## src/sv/bkl_pkg.sv

```systemverilog
// Package for the bakery lock arbiter: sizes, request kind codes, controller
// states and the command and status structs between controller and datapath.
// Depends on nothing.
package bkl_pkg;

    localparam int CPU_SLOTS = 8;
    localparam int SLOT_W    = (CPU_SLOTS > 2) ? $clog2(CPU_SLOTS) : 1;
    localparam int CMP_W     = (SLOT_W > 3) ? SLOT_W : 3;
    localparam int TICKET_W  = 32;

    localparam logic [SLOT_W-1:0] LAST_SLOT = SLOT_W'(CPU_SLOTS - 1);

    localparam logic [1:0] KIND_ACQUIRE = 2'd0;
    localparam logic [1:0] KIND_RELEASE = 2'd1;
    localparam logic [1:0] KIND_QUERY   = 2'd2;
    localparam logic [1:0] KIND_CLEAR   = 2'd3;

    typedef enum logic [1:0] {
        ST_IDLE,
        ST_SCAN,
        ST_DRAIN,
        ST_FINISH
    } state_t;

    typedef struct packed {
        logic              capture;
        logic              rd_en;
        logic [SLOT_W-1:0] rd_addr;
        logic              commit;
    } bkl_cmd_t;

    typedef struct packed {
        logic out_free;
    } bkl_stat_t;

endpackage

```

## src/sv/bkl_ctrl.sv

```systemverilog
// Controller of the bakery lock arbiter: accepts a request, steps the scan
// over the ticket table and commits the result.
// Depends on bkl_pkg.
module bkl_ctrl (
    input  logic                aclk,
    input  logic                aresetn,
    input  logic                s_valid,
    output logic                s_ready,
    input  bkl_pkg::bkl_stat_t  stat,
    output bkl_pkg::bkl_cmd_t   cmd
);

    bkl_pkg::state_t                  state_reg, state_next;
    logic [bkl_pkg::SLOT_W-1:0]       cnt_reg, cnt_next;

    always_ff @(posedge aclk) begin
        if (!aresetn) begin
            state_reg <= bkl_pkg::ST_IDLE;
            cnt_reg   <= '0;
        end else begin
            state_reg <= state_next;
            cnt_reg   <= cnt_next;
        end
    end

    always_comb begin
        state_next = state_reg;
        cnt_next   = cnt_reg;
        case (state_reg)
            bkl_pkg::ST_IDLE: begin
                cnt_next = '0;
                if (s_valid) begin
                    state_next = bkl_pkg::ST_SCAN;
                end
            end
            bkl_pkg::ST_SCAN: begin
                cnt_next = cnt_reg + 1'b1;
                if (cnt_reg == bkl_pkg::LAST_SLOT) begin
                    state_next = bkl_pkg::ST_DRAIN;
                end
            end
            bkl_pkg::ST_DRAIN: begin
                state_next = bkl_pkg::ST_FINISH;
            end
            bkl_pkg::ST_FINISH: begin
                if (stat.out_free) begin
                    state_next = bkl_pkg::ST_IDLE;
                end
            end
            default: begin
                state_next = bkl_pkg::ST_IDLE;
            end
        endcase
    end

    always_comb begin
        s_ready     = 1'b0;
        cmd.capture = 1'b0;
        cmd.rd_en   = 1'b0;
        cmd.rd_addr = cnt_reg;
        cmd.commit  = 1'b0;
        case (state_reg)
            bkl_pkg::ST_IDLE: begin
                s_ready     = 1'b1;
                cmd.capture = s_valid;
            end
            bkl_pkg::ST_SCAN: begin
                cmd.rd_en = 1'b1;
            end
            bkl_pkg::ST_DRAIN: begin
            end
            bkl_pkg::ST_FINISH: begin
                cmd.commit = stat.out_free;
            end
            default: begin
            end
        endcase
    end

endmodule

```

## src/sv/bkl_datapath.sv

```systemverilog
// Datapath of the bakery lock arbiter: ticket memory with valid bits, scan
// accumulators, update logic and the result register.
// Depends on bkl_pkg.
module bkl_datapath (
    input  logic                            aclk,
    input  logic                            aresetn,
    input  logic [1:0]                      s_kind,
    input  logic [2:0]                      s_cpu_slot,
    output logic                            m_valid,
    input  logic                            m_ready,
    output logic                            m_granted,
    output logic [bkl_pkg::TICKET_W-1:0]    m_slot_ticket,
    output logic                            m_owner_valid,
    output logic [2:0]                      m_owner_slot,
    input  bkl_pkg::bkl_cmd_t               cmd,
    output bkl_pkg::bkl_stat_t              stat
);

    localparam int SW = bkl_pkg::SLOT_W;
    localparam int CW = bkl_pkg::CMP_W;
    localparam int TW = bkl_pkg::TICKET_W;

    logic [TW-1:0]                  ticket_mem [bkl_pkg::CPU_SLOTS];
    logic [bkl_pkg::CPU_SLOTS-1:0]  valid_reg;

    logic [1:0]     kind_reg;
    logic [2:0]     slot_reg;
    logic           slot_ok_reg;

    logic [TW-1:0]  rd_data_reg;
    logic           rd_ok_reg;
    logic [SW-1:0]  rd_idx_reg;
    logic           rd_valid_reg;

    logic [TW-1:0]  max_reg, max_next;
    logic [TW-1:0]  best_reg, best_next;
    logic [SW-1:0]  best_idx_reg, best_idx_next;
    logic           found_reg, found_next;
    logic [TW-1:0]  own_reg, own_next;

    logic           out_valid_reg;
    logic           granted_reg;
    logic [TW-1:0]  ticket_reg;
    logic           owner_valid_reg;
    logic [2:0]     owner_slot_reg;

    logic [TW-1:0]  rd_ticket;
    logic [TW-1:0]  new_ticket;
    logic           is_clear;
    logic           acq_new;
    logic           rel_own;
    logic [TW-1:0]  mine;
    logic           found_eff;
    logic           mine_wins;
    logic [SW-1:0]  wr_addr;

    assign stat.out_free = !out_valid_reg || m_ready;

    always_ff @(posedge aclk) begin
        if (cmd.capture) begin
            kind_reg    <= s_kind;
            slot_reg    <= s_cpu_slot;
            slot_ok_reg <= ({29'b0, s_cpu_slot} < 32'(bkl_pkg::CPU_SLOTS));
        end
    end

    always_ff @(posedge aclk) begin
        if (cmd.rd_en) begin
            rd_data_reg <= ticket_mem[cmd.rd_addr];
            rd_ok_reg   <= valid_reg[cmd.rd_addr];
            rd_idx_reg  <= cmd.rd_addr;
        end
        if (cmd.commit && acq_new) begin
            ticket_mem[wr_addr] <= new_ticket;
        end
    end

    always_ff @(posedge aclk) begin
        if (!aresetn) begin
            valid_reg     <= '0;
            rd_valid_reg  <= 1'b0;
            out_valid_reg <= 1'b0;
        end else begin
            rd_valid_reg <= cmd.rd_en;
            if (cmd.commit) begin
                if (is_clear) begin
                    valid_reg <= '0;
                end else if (acq_new) begin
                    valid_reg[wr_addr] <= 1'b1;
                end else if (rel_own) begin
                    valid_reg[wr_addr] <= 1'b0;
                end
            end
            if (cmd.commit) begin
                out_valid_reg <= 1'b1;
            end else if (m_ready) begin
                out_valid_reg <= 1'b0;
            end
        end
    end

    assign rd_ticket = rd_ok_reg ? rd_data_reg : '0;

    always_comb begin
        max_next      = max_reg;
        best_next     = best_reg;
        best_idx_next = best_idx_reg;
        found_next    = found_reg;
        own_next      = own_reg;
        if (cmd.capture) begin
            max_next      = '0;
            best_next     = '0;
            best_idx_next = '0;
            found_next    = 1'b0;
            own_next      = '0;
        end else if (rd_valid_reg) begin
            if (slot_ok_reg && (CW'(rd_idx_reg) == CW'(slot_reg))) begin
                own_next = rd_ticket;
            end else begin
                if (rd_ticket > max_reg) begin
                    max_next = rd_ticket;
                end
                if ((rd_ticket != '0) && (!found_reg || (rd_ticket < best_reg))) begin
                    found_next    = 1'b1;
                    best_next     = rd_ticket;
                    best_idx_next = rd_idx_reg;
                end
            end
        end
    end

    always_ff @(posedge aclk) begin
        max_reg      <= max_next;
        best_reg     <= best_next;
        best_idx_reg <= best_idx_next;
        found_reg    <= found_next;
        own_reg      <= own_next;
    end

    always_comb begin
        new_ticket = (max_reg == {TW{1'b1}}) ? TW'(1) : (max_reg + TW'(1));
        is_clear   = (kind_reg == bkl_pkg::KIND_CLEAR);
        acq_new    = (kind_reg == bkl_pkg::KIND_ACQUIRE) && slot_ok_reg && (own_reg == '0);
        rel_own    = (kind_reg == bkl_pkg::KIND_RELEASE) && slot_ok_reg;
        wr_addr    = SW'(slot_reg);
        if (is_clear || rel_own) begin
            mine = '0;
        end else if (acq_new) begin
            mine = new_ticket;
        end else begin
            mine = own_reg;
        end
        found_eff = found_reg && !is_clear;
        mine_wins = (mine != '0) && (!found_eff || (mine < best_reg) ||
                    ((mine == best_reg) && (CW'(slot_reg) < CW'(best_idx_reg))));
    end

    always_ff @(posedge aclk) begin
        if (cmd.commit) begin
            granted_reg     <= mine_wins;
            ticket_reg      <= mine;
            owner_valid_reg <= found_eff || (mine != '0);
            if (mine_wins) begin
                owner_slot_reg <= slot_reg;
            end else if (found_eff) begin
                owner_slot_reg <= 3'(CW'(best_idx_reg));
            end else begin
                owner_slot_reg <= 3'b0;
            end
        end
    end

    assign m_valid       = out_valid_reg;
    assign m_granted     = granted_reg;
    assign m_slot_ticket = ticket_reg;
    assign m_owner_valid = owner_valid_reg;
    assign m_owner_slot  = owner_slot_reg;

endmodule

```

## src/sv/bakery_lock_arbiter_core.sv

```systemverilog
// Bakery lock arbiter: one request in, one result out. After the request
// transfer the controller scans the ticket memory one slot per cycle through
// its single read port, drains the last read and commits the result, and it
// takes no new request before that commit; the result register lets the next
// request start while a result waits, and that request then holds in its last
// cycle until the result is taken.
// Clearing all tickets takes effect at once through valid bits.
// Depends on bkl_pkg, bkl_ctrl and bkl_datapath.
module bakery_lock_arbiter_core (
    input  logic         aclk,
    input  logic         aresetn,
    input  logic         s_valid,
    output logic         s_ready,
    input  logic [1:0]   s_kind,
    input  logic [2:0]   s_cpu_slot,
    output logic         m_valid,
    input  logic         m_ready,
    output logic         m_granted,
    output logic [31:0]  m_slot_ticket,
    output logic         m_owner_valid,
    output logic [2:0]   m_owner_slot
);

    bkl_pkg::bkl_cmd_t  cmd;
    bkl_pkg::bkl_stat_t stat;

    bkl_ctrl u_ctrl (
        .aclk    (aclk),
        .aresetn (aresetn),
        .s_valid (s_valid),
        .s_ready (s_ready),
        .stat    (stat),
        .cmd     (cmd)
    );

    bkl_datapath u_datapath (
        .aclk          (aclk),
        .aresetn       (aresetn),
        .s_kind        (s_kind),
        .s_cpu_slot    (s_cpu_slot),
        .m_valid       (m_valid),
        .m_ready       (m_ready),
        .m_granted     (m_granted),
        .m_slot_ticket (m_slot_ticket),
        .m_owner_valid (m_owner_valid),
        .m_owner_slot  (m_owner_slot),
        .cmd           (cmd),
        .stat          (stat)
    );

endmodule

```

## config.mk

```make
export PLATFORM = sky130hd
export DESIGN_NAME = bakery_lock_arbiter_core
export DESIGN_NICKNAME = d
export VERILOG_FILES = /design/src/sv/bkl_pkg.sv /design/src/sv/bkl_ctrl.sv /design/src/sv/bkl_datapath.sv /design/src/sv/bakery_lock_arbiter_core.sv
export SDC_FILE = /design/constraint.sdc
export NUM_CORES = 1
export LEC_CHECK = 0
export BUFFER_PORTS_ARGS = -buffer_cell sky130_fd_sc_hd__buf_2
export CAP_MARGIN = 20
export CORE_MARGIN = 2
export CORE_UTILIZATION = 28
export CTS_CLUSTER_SIZE = 10
export DETAILED_ROUTE_END_ITERATION = 6
export GPL_TIMING_DRIVEN = 0
export PLACE_DENSITY = 0.39
export SETUP_SLACK_MARGIN = 0.15
export SLEW_MARGIN = 20
export SYNTH_ARGS = -nofsm -noshare
export SYNTH_HDL_FRONTEND = slang
export SYNTH_SLANG_ARGS = --single-unit
```

## constraint.sdc

```tcl
create_clock -name aclk -period 5.7 [get_ports aclk]
set_input_delay 1.14 -clock aclk [delete_from_list [all_inputs] [get_ports aclk]]
set_output_delay 1.14 -clock aclk [all_outputs]
set_load 0.02 [all_outputs]
```

==> impl_metrics.xml, run 1 <==
<?xml version="1.0" encoding="UTF-8"?>
<metrics>
  <group name="run_status">
    <metric name="status" unit="">finished, final reports clean</metric>
  </group>
  <group name="place">
    <metric name="area_of_placed_instances" unit="sq mm">0.02275</metric>
    <metric name="routabilityCongestion" unit="">0.8663</metric>
    <metric name="worst_setup_slack_post_dpl" unit="ps">-566.4</metric>
    <metric name="hpwlAfterDp" unit="mm">49.04</metric>
    <metric name="place.port_buffers" unit="">47</metric>
  </group>
  <group name="clocking">
    <metric name="cts-root-buf" unit="">sky130_fd_sc_hd__clkbuf_16</metric>
    <metric name="number_of_sinks_driven_by_the_clock_tree" unit="">449</metric>
    <metric name="clk_pin_slew" unit="ps">60</metric>
    <metric name="worstSkewPairLatency" unit="ps">630</metric>
    <metric name="clockBufferDepth" unit="">3</metric>
    <metric name="cts-buffers-inserted" unit="">54</metric>
    <metric name="cts_htree_levels" unit="">2</metric>
    <metric name="cts_tree" unit="">done</metric>
    <metric name="number_of_buffers_inserted_by_hold_repair_at_cts" unit="">0</metric>
  </group>
  <group name="floorplan">
    <metric name="core_area" unit="sq mm">0.07432</metric>
    <metric name="initial_util" unit="%">28.20</metric>
    <metric name="fp.dieH" unit="um">277.6</metric>
    <metric name="top_level_ports" unit="">48</metric>
    <metric name="placement_rows" unit="">100</metric>
    <metric name="die_width" unit="um">277.6</metric>
    <metric name="dieArea" unit="sq mm">0.07707</metric>
  </group>
  <group name="cells_and_area">
    <metric name="area_added_between_synthesis_and_finish" unit="%">17.04</metric>
    <metric name="drive_gt1_share" unit="%">14.73</metric>
    <metric name="layout.filler_cells" unit="">7436</metric>
    <metric name="final_core_util" unit="%">33.01</metric>
    <metric name="nNetsFinal" unit="">1914</metric>
    <metric name="post-route-cell-area" unit="sq mm">0.02453</metric>
    <metric name="antenna-diode-count" unit="">0</metric>
    <metric name="max_flop_register" unit="">u_datapath.ticket_mem</metric>
    <metric name="final-seq-area" unit="sq mm">0.01233</metric>
    <metric name="multi_input_area" unit="sq mm">0.007946</metric>
    <metric name="largest_reg_flops" unit="">256</metric>
  </group>
  <group name="drt">
    <metric name="drcViolationCount" unit="">0</metric>
    <metric name="vias" unit="">14210</metric>
    <metric name="route.detailed.wl_per_inst" unit="um">23.72</metric>
    <metric name="detail_route.iter0.violations" unit="">976</metric>
    <metric name="vias_per_cell" unit="">5.049</metric>
    <metric name="first_pass_iters" unit="">6</metric>
    <metric name="wire_length_reported_by_the_detailed_router" unit="mm">66.76</metric>
    <metric name="postRouteAntennaNets" unit="">0</metric>
  </group>
  <group name="logic_synthesis">
    <metric name="synthesis.instances" unit="">1683</metric>
    <metric name="synth_ff_type" unit="">sky130_fd_sc_hd__edfxtp_1</metric>
    <metric name="synth.largest_area_cell" unit="">sky130_fd_sc_hd__edfxtp_1</metric>
    <metric name="synthesis.nets" unit="">1796</metric>
    <metric name="post_synth.cell_area_avg" unit="sq um">12.45</metric>
    <metric name="ys_seq_area_share" unit="%">58.83</metric>
    <metric name="synth.top_cells.by_area" unit="">sky130_fd_sc_hd__edfxtp_1, sky130_fd_sc_hd__dfxtp_1, sky130_fd_sc_hd__mux4_2</metric>
    <metric name="netlist_top_cells_count" unit="">sky130_fd_sc_hd__edfxtp_1, sky130_fd_sc_hd__nor2_1, sky130_fd_sc_hd__inv_1, sky130_fd_sc_hd__nand2_1, sky130_fd_sc_hd__dfxtp_1</metric>
    <metric name="leading_cell_type_by_number_of_instances_after_synthesis" unit="">sky130_fd_sc_hd__edfxtp_1</metric>
    <metric name="synthArstFlopShare" unit="%">0</metric>
    <metric name="synth_cell_type_count" unit="">56</metric>
    <metric name="synth_enable_flop_cells" unit="">334</metric>
    <metric name="mappedNetlistArea" unit="sq mm">0.02096</metric>
    <metric name="number_of_synthesized_register_bits" unit="">449</metric>
    <metric name="netlist.area_leader.share" unit="%">47.85</metric>
    <metric name="ys_warn_count" unit="">0</metric>
  </group>
  <group name="critical_path">
    <metric name="critical_path.max_fanout" unit="">10</metric>
    <metric name="cp.arrival" unit="ps">5690</metric>
    <metric name="r2r_end" unit="">u_datapath.m_owner_slot[1]</metric>
    <metric name="worst-path-buf-inv" unit="">1</metric>
    <metric name="critical_path.reg2reg.startpoint" unit="">u_datapath.own_reg[5]</metric>
    <metric name="criticalPathCategory" unit="">reg -&gt; reg</metric>
    <metric name="cp-start-kind" unit="">register</metric>
    <metric name="reg2reg_slack" unit="ps">440</metric>
    <metric name="critical_path.cell_chain" unit="">nor4_1 -&gt; nand4_1 -&gt; nor3_1 -&gt; clkbuf_1 -&gt; a21oi_1 -&gt; nor2_1 -&gt; ha_1 -&gt; nand4_1 -&gt; nor2_1 -&gt; o21a_1 -&gt; o31a_1 -&gt; o21ai_1 -&gt; nor3b_2 -&gt; o22ai_2 -&gt; mux2i_1</metric>
    <metric name="critical_path_s_top_delay_family" unit="">simple AND/OR/NAND/NOR gates</metric>
    <metric name="rr_worst_depth" unit="">15</metric>
    <metric name="worst_path_largest_cell_delay" unit="ps">730</metric>
    <metric name="category_of_the_worst_setup_path_capture_point" unit="">register</metric>
    <metric name="required_worst_endpoint" unit="ps">6140</metric>
    <metric name="crit_slowest_cell" unit="">sky130_fd_sc_hd__nor3_1</metric>
  </group>
  <group name="worst_hold_path">
    <metric name="min_path_cells" unit="">0</metric>
    <metric name="hold_end" unit="">u_datapath.rd_idx_reg[2]</metric>
    <metric name="hold_path.startpoint" unit="">u_ctrl.cnt_reg[2]</metric>
    <metric name="timing.hold.worst.class" unit="">reg -&gt; reg</metric>
  </group>
  <group name="global_routing">
    <metric name="antenna_found_initial" unit="">2</metric>
    <metric name="first_pass_grt_wire_length" unit="mm">98.49</metric>
    <metric name="grt_start_max_net_pins" unit="">42</metric>
    <metric name="grt_usage" unit="%">17.29</metric>
    <metric name="first_global_vias" unit="">14690</metric>
    <metric name="global_route.overflow_total" unit="">0</metric>
  </group>
  <group name="timing">
    <metric name="worst_pin_slew" unit="ps">1080</metric>
    <metric name="timing.final.crit_period" unit="ps">5256</metric>
    <metric name="final.period_utilization" unit="%">92.22</metric>
    <metric name="fmax" unit="MHz">190.2</metric>
    <metric name="max_slew_violation_count" unit="">0</metric>
    <metric name="setup_repair_after_global_routing_missed_its_margin" unit="">no</metric>
    <metric name="setup_ws" unit="ps">443.7</metric>
    <metric name="final.setup_skew" unit="ps">23.39</metric>
    <metric name="hold_viol_final" unit="">0</metric>
    <metric name="setup_viol" unit="">0</metric>
    <metric name="finalSetupTns" unit="ps">0</metric>
    <metric name="slew-limit-headroom" unit="%">27.49</metric>
  </group>
  <group name="run">
    <metric name="maxCapViolCount" unit="">0</metric>
  </group>
  <group name="pwr">
    <metric name="power.share.switching" unit="%">38.36</metric>
    <metric name="power.ir.vdd_worst" unit="uV">231.8</metric>
    <metric name="clock_power_share" unit="%">27.8</metric>
    <metric name="p_total" unit="mW">11.78</metric>
    <metric name="seq_power_share" unit="%">36.4</metric>
    <metric name="p_sw" unit="mW">4.519</metric>
    <metric name="power_density" unit="mW/mm^2">480.2</metric>
    <metric name="comb_power_share" unit="%">35.9</metric>
    <metric name="internal" unit="mW">7.262</metric>
    <metric name="static_leakage" unit="nW">8.637</metric>
  </group>
</metrics>
==> power groups by stage <==
| stage | Clock (mW) | Sequential [mW] | Combinational (mW) |
|---|---|---|---|
| detailed placement | 0 | 4.34 | 4.19 |
| global placement | 0 | 4.35 | 4.13 |
| global route | 3.48 | 4.32 | 4.66 |
| floorplan | 0 | 4.25 | 2.64 |
| finish | 3.27 | 4.28 | 4.23 |
| CTS | 3.38 | 4.28 | 4.24 |
==> worst reg2reg max path, stage by stage, from the launching register on <==
cell and delay (ps):
sky130_fd_sc_hd__dfxtp_1 320, sky130_fd_sc_hd__nor4_1 640, sky130_fd_sc_hd__nand4_1 230, sky130_fd_sc_hd__nor3_1 730
sky130_fd_sc_hd__clkbuf_1 540, sky130_fd_sc_hd__a21oi_1 140, sky130_fd_sc_hd__nor2_1 350, sky130_fd_sc_hd__ha_1 230
sky130_fd_sc_hd__nand4_1 130, sky130_fd_sc_hd__nor2_1 400, sky130_fd_sc_hd__o21a_1 190, sky130_fd_sc_hd__o31a_1 220
sky130_fd_sc_hd__o21ai_1 170, sky130_fd_sc_hd__nor3b_2 260, sky130_fd_sc_hd__o22ai_2 250, sky130_fd_sc_hd__mux2i_1 300
==> cells in the final DEF, fill, tap and decap left out, types with 5 or more instances in the layout <==
cell type                   instances
sky130_fd_sc_hd__a21o_1            28
sky130_fd_sc_hd__a21oi_1           95
sky130_fd_sc_hd__a31oi_1           38
sky130_fd_sc_hd__and3_1             5
sky130_fd_sc_hd__buf_1             10
sky130_fd_sc_hd__buf_12             5
sky130_fd_sc_hd__buf_16             6
sky130_fd_sc_hd__buf_2             54
sky130_fd_sc_hd__clkbuf_1         104
sky130_fd_sc_hd__clkbuf_16         54
sky130_fd_sc_hd__clkbuf_8           5
sky130_fd_sc_hd__dfxtp_1          115
sky130_fd_sc_hd__edfxtp_1         334
sky130_fd_sc_hd__ha_1             103
sky130_fd_sc_hd__inv_1            124
sky130_fd_sc_hd__mux2_2            35
sky130_fd_sc_hd__mux2i_1           38
sky130_fd_sc_hd__mux4_2            66
sky130_fd_sc_hd__nand2_1          128
sky130_fd_sc_hd__nand3_1           25
sky130_fd_sc_hd__nand4_1           71
sky130_fd_sc_hd__nor2_1           132
sky130_fd_sc_hd__nor2_4             8
sky130_fd_sc_hd__nor2b_1           11
sky130_fd_sc_hd__nor3_1            48
sky130_fd_sc_hd__nor4_1            19
sky130_fd_sc_hd__o21a_1            12
sky130_fd_sc_hd__o21ai_0           26
sky130_fd_sc_hd__o22ai_1            6
sky130_fd_sc_hd__o311ai_0          35
sky130_fd_sc_hd__xnor2_1           26
sky130_fd_sc_hd__xnor2_2            5
==> how the worst max path moves through the flow <==
stage | from | endpoint | slack, ps | depth (start not counted)
finish | u_datapath.own_reg[5] | u_datapath.m_owner_slot[1] | 440 | 15
global route | u_datapath.max_reg[8] | u_datapath.m_owner_slot[0] | 180 | 14
CTS | u_datapath.max_reg[4] | u_datapath.m_owner_slot[0] | 190 | 15
detailed placement | u_datapath.max_reg[4] | u_datapath.m_owner_slot[0] | -570 | 14
global placement | u_datapath.max_reg[0] | u_datapath.m_owner_slot[1] | -1030 | 15
floorplan | u_datapath.max_reg[10] | u_datapath.m_owner_slot[0] | 1660 | 18
==> final cells by class <==
| type | count | share of cell area [%] |
|---|---|---|
| flip-flops and latches | 449 | 50.27 |
| multi-input cells | 1014 | 32.39 |
| clock buffers | 91 | 6.278 |
| well taps | 969 | 4.942 |
| repair buffers | 62 | 2.193 |
| inverters | 129 | 1.974 |
| plain buffers | 91 | 1.438 |
| clock inverters | 10 | 0.5151 |
==> cell families (layout without fill, tap and decap cells) <==
family	count (synthesis)	after routing	share of synthesized area [%]
AO/OA/AOI/OAI	271	271	8.315
AND/OR/NAND/NOR	468	468	10.55
buffers and inverters	220	383	3.975
adder cells (fa/ha/maj)	104	104	6.208
XOR/XNOR	32	32	1.337
multiplexers	139	139	10.79
flip-flops	449	449	58.83
==> through the flow <==
stage / cells / hold WS [ps]
2_1_floorplan: 1683 / 434.8
3_3_place_gp: 2699 / 453.5
3_5_place_dp: 2710 / 457.6
4_1_cts: 2812 / 474.2
5_1_grt: 2815 / 491.8
6_report: 2815 / 477.5
==> layer usage <==
layer,wire (um),part of all wire [%],track usage (%),vias up
met3,2569,3.8,1.929,108
met5,0,0,0,-
li1,-,-,-,6578
met2,30980,46,28.48,365
met1,31000,46,23.47,7163
met4,2215,3.3,6.362,0
==> what timing repair did <==
action | CTS | global route
gates resized for setup | 10 | 5
buffers inserted | 1 | 0
gates cloned | 0 | 0
endpoints found under the setup margin | 4 | 4
pin swaps | 1 | 0
Note: power is estimated with default switching activity, not from simulation.
==> run 2, diff against run 1 <==
- ABC_AREA: not set -> 1
==> impl_metrics.xml, run 2 <==
<?xml version="1.0" encoding="UTF-8"?>
<metrics>
  <group name="timing">
    <metric name="setup_viol" unit="">0</metric>
    <metric name="slew-limit-headroom" unit="%">30.17</metric>
    <metric name="final.setup_skew" unit="ps">43.76</metric>
    <metric name="setup_repair_after_global_routing_missed_its_margin" unit="">no</metric>
    <metric name="final.hold.worst_slack" unit="ps">472.7</metric>
    <metric name="max_slew_violation_count" unit="">0</metric>
    <metric name="fmax" unit="MHz">230.9</metric>
    <metric name="hold_viol_final" unit="">0</metric>
    <metric name="final.period_utilization" unit="%">75.98</metric>
    <metric name="worst_pin_slew" unit="ps">1044</metric>
    <metric name="timing.final.crit_period" unit="ps">4331</metric>
    <metric name="setup_ws" unit="ps">1369</metric>
  </group>
  <group name="logic_synthesis">
    <metric name="post_synth.cell_area_avg" unit="sq um">9.270</metric>
    <metric name="mappedNetlistArea" unit="sq mm">0.02143</metric>
    <metric name="netlist_top_cells_count" unit="">sky130_fd_sc_hd__nor2_1, sky130_fd_sc_hd__edfxtp_1, sky130_fd_sc_hd__nand2_1</metric>
    <metric name="synthArstFlopShare" unit="%">0</metric>
    <metric name="synth_cell_type_count" unit="">46</metric>
    <metric name="leading_cell_type_by_number_of_instances_after_synthesis" unit="">sky130_fd_sc_hd__nor2_1</metric>
    <metric name="synth.largest_area_cell" unit="">sky130_fd_sc_hd__edfxtp_1</metric>
    <metric name="number_of_synthesized_register_bits" unit="">449</metric>
    <metric name="ys_warn_count" unit="">0</metric>
    <metric name="synthesis.nets" unit="">2425</metric>
    <metric name="ys_seq_area_share" unit="%">57.54</metric>
    <metric name="synth_ff_type" unit="">sky130_fd_sc_hd__edfxtp_1</metric>
    <metric name="netlist.area_leader.share" unit="%">46.80</metric>
    <metric name="synthesis.instances" unit="">2312</metric>
    <metric name="synth_enable_flop_cells" unit="">334</metric>
    <metric name="synth.top_cells.by_area" unit="">sky130_fd_sc_hd__edfxtp_1, sky130_fd_sc_hd__dfxtp_1, sky130_fd_sc_hd__nor2_1</metric>
  </group>
  <group name="cells_and_area">
    <metric name="max_flop_register" unit="">u_datapath.ticket_mem</metric>
    <metric name="largest_reg_flops" unit="">256</metric>
    <metric name="final_core_util" unit="%">33.03</metric>
    <metric name="layout.filler_cells" unit="">7873</metric>
    <metric name="most_frequent_cells_in_the_layout" unit="">sky130_fd_sc_hd__nor2_1, sky130_fd_sc_hd__edfxtp_1, sky130_fd_sc_hd__nand2_1</metric>
    <metric name="post-route-cell-area" unit="sq mm">0.02505</metric>
    <metric name="antenna-diode-count" unit="">0</metric>
    <metric name="commonest_non_fill_non_tap_cell_in_the_layout" unit="">sky130_fd_sc_hd__nor2_1</metric>
    <metric name="area_added_between_synthesis_and_finish" unit="%">16.87</metric>
    <metric name="nNetsFinal" unit="">2544</metric>
    <metric name="drive_gt1_share" unit="%">7.627</metric>
  </group>
  <group name="critical_path">
    <metric name="cp-start-kind" unit="">register</metric>
    <metric name="critical_path.max_fanout" unit="">9</metric>
    <metric name="category_of_the_worst_setup_path_capture_point" unit="">register</metric>
    <metric name="cp.arrival" unit="ps">4710</metric>
    <metric name="required_worst_endpoint" unit="ps">6080</metric>
    <metric name="criticalPathCategory" unit="">reg -&gt; reg</metric>
  </group>
  <group name="global_routing">
    <metric name="first_global_vias" unit="">16230</metric>
    <metric name="global_route.overflow_total" unit="">0</metric>
    <metric name="grt_usage" unit="%">18.18</metric>
    <metric name="first_pass_grt_wire_length" unit="mm">105.0</metric>
    <metric name="grt_start_max_net_pins" unit="">33</metric>
    <metric name="antenna_found_initial" unit="">0</metric>
  </group>
  <group name="place">
    <metric name="place.port_buffers" unit="">47</metric>
    <metric name="routabilityCongestion" unit="">0.9005</metric>
    <metric name="area_of_placed_instances" unit="sq mm">0.02335</metric>
    <metric name="worst_setup_slack_post_dpl" unit="ps">1412</metric>
    <metric name="hpwlAfterDp" unit="mm">56.31</metric>
  </group>
  <group name="drt">
    <metric name="vias" unit="">16290</metric>
    <metric name="route.detailed.wl_per_inst" unit="um">20.73</metric>
    <metric name="first_pass_iters" unit="">5</metric>
    <metric name="vias_per_cell" unit="">4.714</metric>
    <metric name="wire_length_reported_by_the_detailed_router" unit="mm">71.64</metric>
    <metric name="detail_route.iter0.violations" unit="">938</metric>
    <metric name="postRouteAntennaNets" unit="">0</metric>
    <metric name="drcViolationCount" unit="">0</metric>
  </group>
  <group name="clocking">
    <metric name="cts.repair.resized" unit="">0</metric>
    <metric name="number_of_sinks_driven_by_the_clock_tree" unit="">449</metric>
    <metric name="clockBufferDepth" unit="">3</metric>
    <metric name="cts_htree_levels" unit="">2</metric>
    <metric name="clk_pin_slew" unit="ps">60</metric>
    <metric name="worstSkewPairLatency" unit="ps">640</metric>
    <metric name="cts-root-buf" unit="">sky130_fd_sc_hd__clkbuf_16</metric>
    <metric name="number_of_buffers_inserted_by_hold_repair_at_cts" unit="">0</metric>
    <metric name="cts-buffers-inserted" unit="">55</metric>
    <metric name="cts_tree" unit="">done</metric>
    <metric name="post-cts-setup-buffer-count" unit="">0</metric>
  </group>
  <group name="floorplan">
    <metric name="top_level_ports" unit="">48</metric>
    <metric name="dieArea" unit="sq mm">0.07878</metric>
    <metric name="initial_util" unit="%">28.27</metric>
    <metric name="placement_rows" unit="">101</metric>
    <metric name="core_area" unit="sq mm">0.07582</metric>
    <metric name="die_width" unit="um">280.7</metric>
    <metric name="fp.dieH" unit="um">280.7</metric>
  </group>
  <group name="worst_hold_path">
    <metric name="timing.hold.worst.class" unit="">reg -&gt; reg</metric>
  </group>
  <group name="run">
    <metric name="maxCapViolCount" unit="">0</metric>
  </group>
  <group name="pwr">
    <metric name="power.share.switching" unit="%">40.96</metric>
    <metric name="seq_power_share" unit="%">34.1</metric>
    <metric name="static_leakage" unit="nW">9.959</metric>
    <metric name="internal" unit="mW">7.451</metric>
    <metric name="power.ir.vdd_worst" unit="uV">263.4</metric>
    <metric name="comb_power_share" unit="%">39.6</metric>
    <metric name="power_density" unit="mW/mm^2">503.9</metric>
    <metric name="p_sw" unit="mW">5.169</metric>
    <metric name="clock_power_share" unit="%">26.2</metric>
  </group>
  <group name="run_status">
    <metric name="status" unit="">finished, final reports clean</metric>
  </group>
</metrics>
==> run 2: cell families after synthesis <==
group                      share of synthesized area, %
AOI/OAI and AO/OA                                 11.16
xor gates and xnor gates                         0.3269
adders and majority gates                         6.071
buffers and inverters                             5.960
DFF                                               57.54
and+or+nand+nor                                   18.94
==> run 2: worst max-delay path: stages (launching register included) <==
cell and delay [ps]:
sky130_fd_sc_hd__dfxtp_1 470, sky130_fd_sc_hd__ha_1 300, sky130_fd_sc_hd__inv_2 80, sky130_fd_sc_hd__nor2_4 240, sky130_fd_sc_hd__nand3b_1 240, sky130_fd_sc_hd__xor2_1 870
sky130_fd_sc_hd__nand2_1 180, sky130_fd_sc_hd__nand2_1 190, sky130_fd_sc_hd__ha_1 250, sky130_fd_sc_hd__nand2_1 60, sky130_fd_sc_hd__inv_1 60, sky130_fd_sc_hd__nand3_1 60
sky130_fd_sc_hd__a31oi_1 110, sky130_fd_sc_hd__nor3_1 140, sky130_fd_sc_hd__a21boi_0 210, sky130_fd_sc_hd__nand2_1 130, sky130_fd_sc_hd__nand2_1 80, sky130_fd_sc_hd__nand2_1 50
sky130_fd_sc_hd__nand2_1 140, sky130_fd_sc_hd__nand2_2 100, sky130_fd_sc_hd__nand2_1 60, sky130_fd_sc_hd__nand2_1 50
==> run 2: stage by stage <==
stage	std cells	setup TNS [ps]	power, mW
final	3456	0	12.62
after global routing	3456	0	13.56
after CTS	3456	0	12.79
after detailed placement	3352	0	9.403
after global placement	3337	-764280	9.317
after floorplan	2312	0	7.540
==> run 2: final timing paths <==
path                     startpoint                          to  slack (ps)  cells past startpoint
min          u_datapath.own_reg[14]      u_datapath.own_reg[14]         470                      2
min reg2reg  u_datapath.own_reg[14]      u_datapath.own_reg[14]         470                      2
max reg2reg   u_datapath.max_reg[0]  u_datapath.m_owner_slot[2]        1370                     21
max           u_datapath.max_reg[0]  u_datapath.m_owner_slot[2]        1370                     21
==> run 2: metal layers <==
| layer | routed length (um) | global-route usage (%) | up-vias |
|---|---|---|---|
| li1 | - | - | 8106 |
| met1 | 32830 | 23.93 | 7756 |
| met2 | 34330 | 31.18 | 333 |
| met3 | 2666 | 2.336 | 95 |
| met4 | 1813 | 5.252 | 0 |
| met5 | 0 | 0 | - |
==> run 2: final cells by class <==
cell class                 count  area [sq um]  area share [%]
sequential                   449         12330           49.23
multi-input combinational   1530          7898           31.53
clock buffer                  94          1573           6.279
tap                          978          1224           4.885
inverter                     235         887.1           3.542
timing repair buffer          62         620.6           2.478
buffer                        98         390.4           1.559
clock inverter                10         123.9          0.4945
==> run 2: power by group through the flow <==
stage,clock [mW],combinational [mW],sequential [mW]
after floorplan,0,3.19,4.35
after global placement,0,4.93,4.38
after detailed placement,0,5.03,4.37
after CTS,3.43,5.05,4.31
after global routing,3.55,5.66,4.35
final,3.31,5.00,4.31
